==> src/rtl/stsrch_pkg.sv <==
// shared types and constants for the sorted table search block
`default_nettype none

package stsrch_pkg;

    // width of a result position and of the search bounds
    localparam int PosW = 10;
    localparam int DataW = 32;

    typedef logic signed [PosW-1:0] pos_t;
    typedef logic signed [DataW-1:0] data_t;

    // request operation codes
    typedef enum logic [1:0] {
        OP_LOAD  = 2'd0,
        OP_EXACT = 2'd1,
        OP_LOWER = 2'd2,
        OP_UPPER = 2'd3
    } op_t;

    // answer for not found or empty table
    localparam pos_t POS_NONE = -10'sd1;

    // outcome of one probe compare
    typedef struct packed {
        logic hit;
        pos_t lo;
        pos_t hi;
    } probe_res_t;

endpackage

`default_nettype wire

==> src/rtl/stsrch_probe.sv <==
// compare unit: one probe of the table and the bound update it implies
`default_nettype none

module stsrch_probe
    import stsrch_pkg::*;
(
    input  wire op_t        mode,
    input  wire pos_t       lo,
    input  wire pos_t       hi,
    input  wire pos_t       mid,
    input  wire data_t      entry,
    input  wire data_t      target,
    output probe_res_t      res
);

    logic eq;
    logic lt;

    // signed compare of the probed entry against the target
    assign eq = (entry == target);
    assign lt = (entry < target);

    // narrow the bounds by mode
    always_comb
    begin
        res.hit = 1'b0;
        res.lo  = lo;
        res.hi  = hi;
        unique case (mode)
            OP_EXACT:
            begin
                if (eq)
                begin
                    res.hit = 1'b1;
                end
                else if (lt)
                begin
                    res.lo = mid + pos_t'(1);
                end
                else
                begin
                    res.hi = mid - pos_t'(1);
                end
            end
            OP_LOWER:
            begin
                if (!lt)
                begin
                    res.hi = mid;
                end
                else
                begin
                    res.lo = mid + pos_t'(1);
                end
            end
            OP_UPPER:
            begin
                if (lt || eq)
                begin
                    res.lo = mid + pos_t'(1);
                end
                else
                begin
                    res.hi = mid;
                end
            end
            default:
            begin
                res.hit = 1'b0;
            end
        endcase
    end

endmodule

`default_nettype wire

==> config.mk <==
export PLATFORM = sky130hd
export DESIGN_NAME = stsrch_probe
export DESIGN_NICKNAME = d
export VERILOG_FILES = /design/src/rtl/stsrch_pkg.sv /design/src/rtl/stsrch_probe.sv
export SDC_FILE = /design/constraint.sdc
export NUM_CORES = 1
export LEC_CHECK = 0
export BUFFER_PORTS_ARGS = -buffer_cell sky130_fd_sc_hd__buf_2
export CORE_ASPECT_RATIO = 1.5
export CORE_MARGIN = 3
export CORE_UTILIZATION = 40
export DETAILED_ROUTE_END_ITERATION = 7
export PLACE_DENSITY_LB_ADDON = 0.1
export SLEW_MARGIN = 20
export SYNTH_ARGS = -nofsm -noshare
export SYNTH_HDL_FRONTEND = slang
export SYNTH_SLANG_ARGS = --single-unit
==> constraint.sdc <==
create_clock -name vclk -period 6.4
set_clock_uncertainty 0.05 [all_clocks]
set_input_delay 1.28 -clock vclk [all_inputs]
set_output_delay 1.28 -clock vclk [all_outputs]
set_load 0.05 [all_outputs]
Word level (Yosys, flattened, before mapping)
Cells that the tools add are included.

Bits in registers: 0. Output and inout bits: 21. Word-level logic and storage cells: 17. Input port bits: 96.

Muxes and demuxes: 9. Reduce and logical (&&, ||, !) cells: 1. Eq/ne operators: 4. Magnitude comparators: 1. Add/subtract/negate cells: 2.

Operator list (number): one-hot mux 20 bit (3 select lines) (1); 2-to-1 mux 10 bit (5); == test 32 bit (1); less-than comparator 32 bit (1); 2-to-1 mux 20 bit (1); adder 10 x 2 -> 10 bit, second input constant (1); subtractor 10 x 2 -> 10 bit, second input constant (1); == test 2 bit, second input constant (2); == test 2 x 1 -> 1 bit, second input constant (1); 2-to-1 mux 1 bit (2); logical OR 1 bit (1).

Longest topological paths before layout
Depth after elaboration: 4. Mapped depth: 11. Depth with buffers taken out: 10.

Worst setup path after synthesis
OpenSTA, ideal clock, no wires.

Path type: input to output. From: input port target[14]. To: output port res[5] (netlist bit). Stages on the path: 9. Setup slack: 1.078 ns. Data required time: 5.070 ns. Arrival time: 3.992 ns. Cell sequence: inv_1 ha_1 nand4_1 nor4_2 a21boi_2 o31ai_4 a2bb2oi_4 nand2_1 o31ai_1.

RTL lines: from (decl) (RTL line stsrch_probe.sv:12) `input wire data_t target,`; to (decl) (RTL line stsrch_probe.sv:13) `output probe_res_t res`.

==> summary.txt <==
Power
  – PwrDens: 98.8 nW/um^2
  – Net Sw Frac: 61.1%
  – Max VDD drop: 0.100 mV
  – Clk network pwr share: 0%
  – NetSw: 0.000138 W
  – P_int: 0.0000881 W
  – Comb power frac: 100.0%
  – Seq pwr share: 0%
  – Pleak: 1.35 nW
  – Design Power: 0.000226 W

GRT
  – Vias in the first global route: 1915
  – Antenna violations before repair: 0
  – Largest net degree at the start of global routing: 18
  – GRT overflow: 0
  – First-pass GRT wire length: 7.54 mm
  – GRT Overall Usage: 17.4%

Place
  – Port buffer count: 117
  – GPL Wtd Cong: 0.815
  – Post-place setup slack: 1020 ps
  – Cells after DPL: 385
  – HPWL after detailed placement: 3.93 mm

Timing
  – RSZ-0062 raised after global routing: no
  – Final period util: 83.6%
  – Fmax: 0.187 GHz
  – Crit path time final: 5350 ps
  – Setup WS post-layout: 1050 ps
  – Max transition margin: 65.4%
  – Worst-Margin Slew: 519 ps
  – Total negative slack: 0 ps
  – Final Setup Violations: 0
  – Final Hold Vio Count: 0
  – Slew Limit Fails: 0

Synthesis
  – Syn Nets: 361
  – Yosys top cell by area: ha_1
  – Synth top cells by count: inv_1 (36), ha_1 (34), nand2_1 (27)
  – Yosys warns: 0
  – Ranking of synthesized cells by area: ha_1 (25%), mux2_4 (8.9%), inv_1 (8.0%)
  – Mean Syn Cell Area: 7.31 sq um
  – Yosys top cell area share: 25.2%
  – Post-synthesis sequential area ratio: 0%
  – Cell variety after synth: 46
  – Synth Instances: 231
  – Top-count cell post-synth: inv_1
  – Cell Area, Synth: 1690 sq um

Floorplan
  – Core Box Area: 3990 sq um
  – # rows: 28
  – Die width: 59.1 um
  – Starting density of the core: 42.3%
  – Die footprint: 5050 sq um
  – Num ports: 117
  – Chip height: 85.6 um

Hold path
  – Class of the most critical hold timing path: input port to output port

Worst setup path
  – Worst EP required: 5070 ps
  – Critical path class: input port to output port
  – CP Max Fanout: 15
  – Crit path launch type: input port
  – WP data arrival: 4020 ps
  – Endpoint class of the critical path: output port

Finish
  – Area grow syn2layout: 35.8%
  – Share of layout cells above drive strength 1: 40.6%
  – ANT cells: 0
  – Register area: 0 sq um
  – FF+latch count: 0
  – Final core utilization: 57.4%
  – Fin cells: 385
  – CLK BUF: 0
  – Nets@finish: 472

Route
  – Antenna Nets Post-Route: 0
  – Initial DRC count: 29
  – Wirelength, routed: 4.45 mm
  – DR vias/cell: 5.16
  – Vias: 1985
  – Per-cell routed wire length: 11.6 um
  – # DRC: 0
  – Drt first pass iters: 4

Status
  – Status: complete, no violations

Clock tree
  – Setup bufs post-CTS: 0
  – Cts hold-fix bufs: 0
  – # resized after CTS: 0

Job
  – Maxcap violations: 0
-- critical path: stages --
cell and delay, ps:
buf_2 70, inv_1 30, ha_1 280, nand4_1 160, nor4_2 360, a21boi_2 260, o31ai_4 80, a2bb2oi_4 380
and2_4 280, o22ai_1 100, or4_1 500, buf_2 230
-- power groups by stage --
stage	sequential, W	combinational (W)	clock (W)
2_1_floorplan	0	0.000168	0
3_3_place_gp	0	0.000226	0
3_5_place_dp	0	0.000228	0
4_1_cts	0	0.000229	0
5_1_grt	0	0.000249	0
6_report	0	0.000226	0
-- final cells by class --
| class | count | area [sq um] |
|---|---|---|
| Multi-Input combinational cell | 186 | 1510 |
| Fill cell | 404 | 1700 |
| Tap cell | 45 | 56.3 |
| Timing Repair Buffer | 117 | 586 |
| Inverter | 37 | 139 |
-- kinds of logic after synthesis --
logic type	share of synthesized area (%)
simple gates	25.1
buf+inv	10.4
fa+ha+maj	25.2
mux	10.1
compound gates	23.5
xor+xnor	5.70
-- cells in the final DEF, fill, tap and decap left out, types with 5 or more instances in the layout --
| cell type | instances |
|---|---|
| a21oi_1 | 14 |
| a22o_1 | 5 |
| buf_2 | 117 |
| ha_1 | 34 |
| inv_1 | 36 |
| mux2_4 | 10 |
| nand2_1 | 27 |
| nand3_1 | 17 |
| nand4_1 | 7 |
| nor2_1 | 6 |
| o21ai_0 | 6 |
| xnor2_1 | 7 |
-- layer usage --
layer / global-route usage, % / part of all wire [%]
met5: 0 / 0
met1: 20.2 / 40
met3: 0.753 / 6.5
met2: 34.8 / 53
met4: 1.03 / 0.43
-- worst paths after layout --
| check | to | cells after the start | from |
|---|---|---|---|
| worst min-delay path | res[8] | 3 | hi[8] |
| worst max-delay path | res[2] | 12 | target[14] |
-- per-stage QoR --
stage | cell area (sq um) | hold slack, ps
after CTS | 2290 | 2950
after global placement | 2290 | 2950
after floorplan | 1690 | 2730
final | 2290 | 2950
after detailed placement | 2290 | 2950
after global routing | 2290 | 2960
Note: power is estimated with default switching activity, not from simulation.
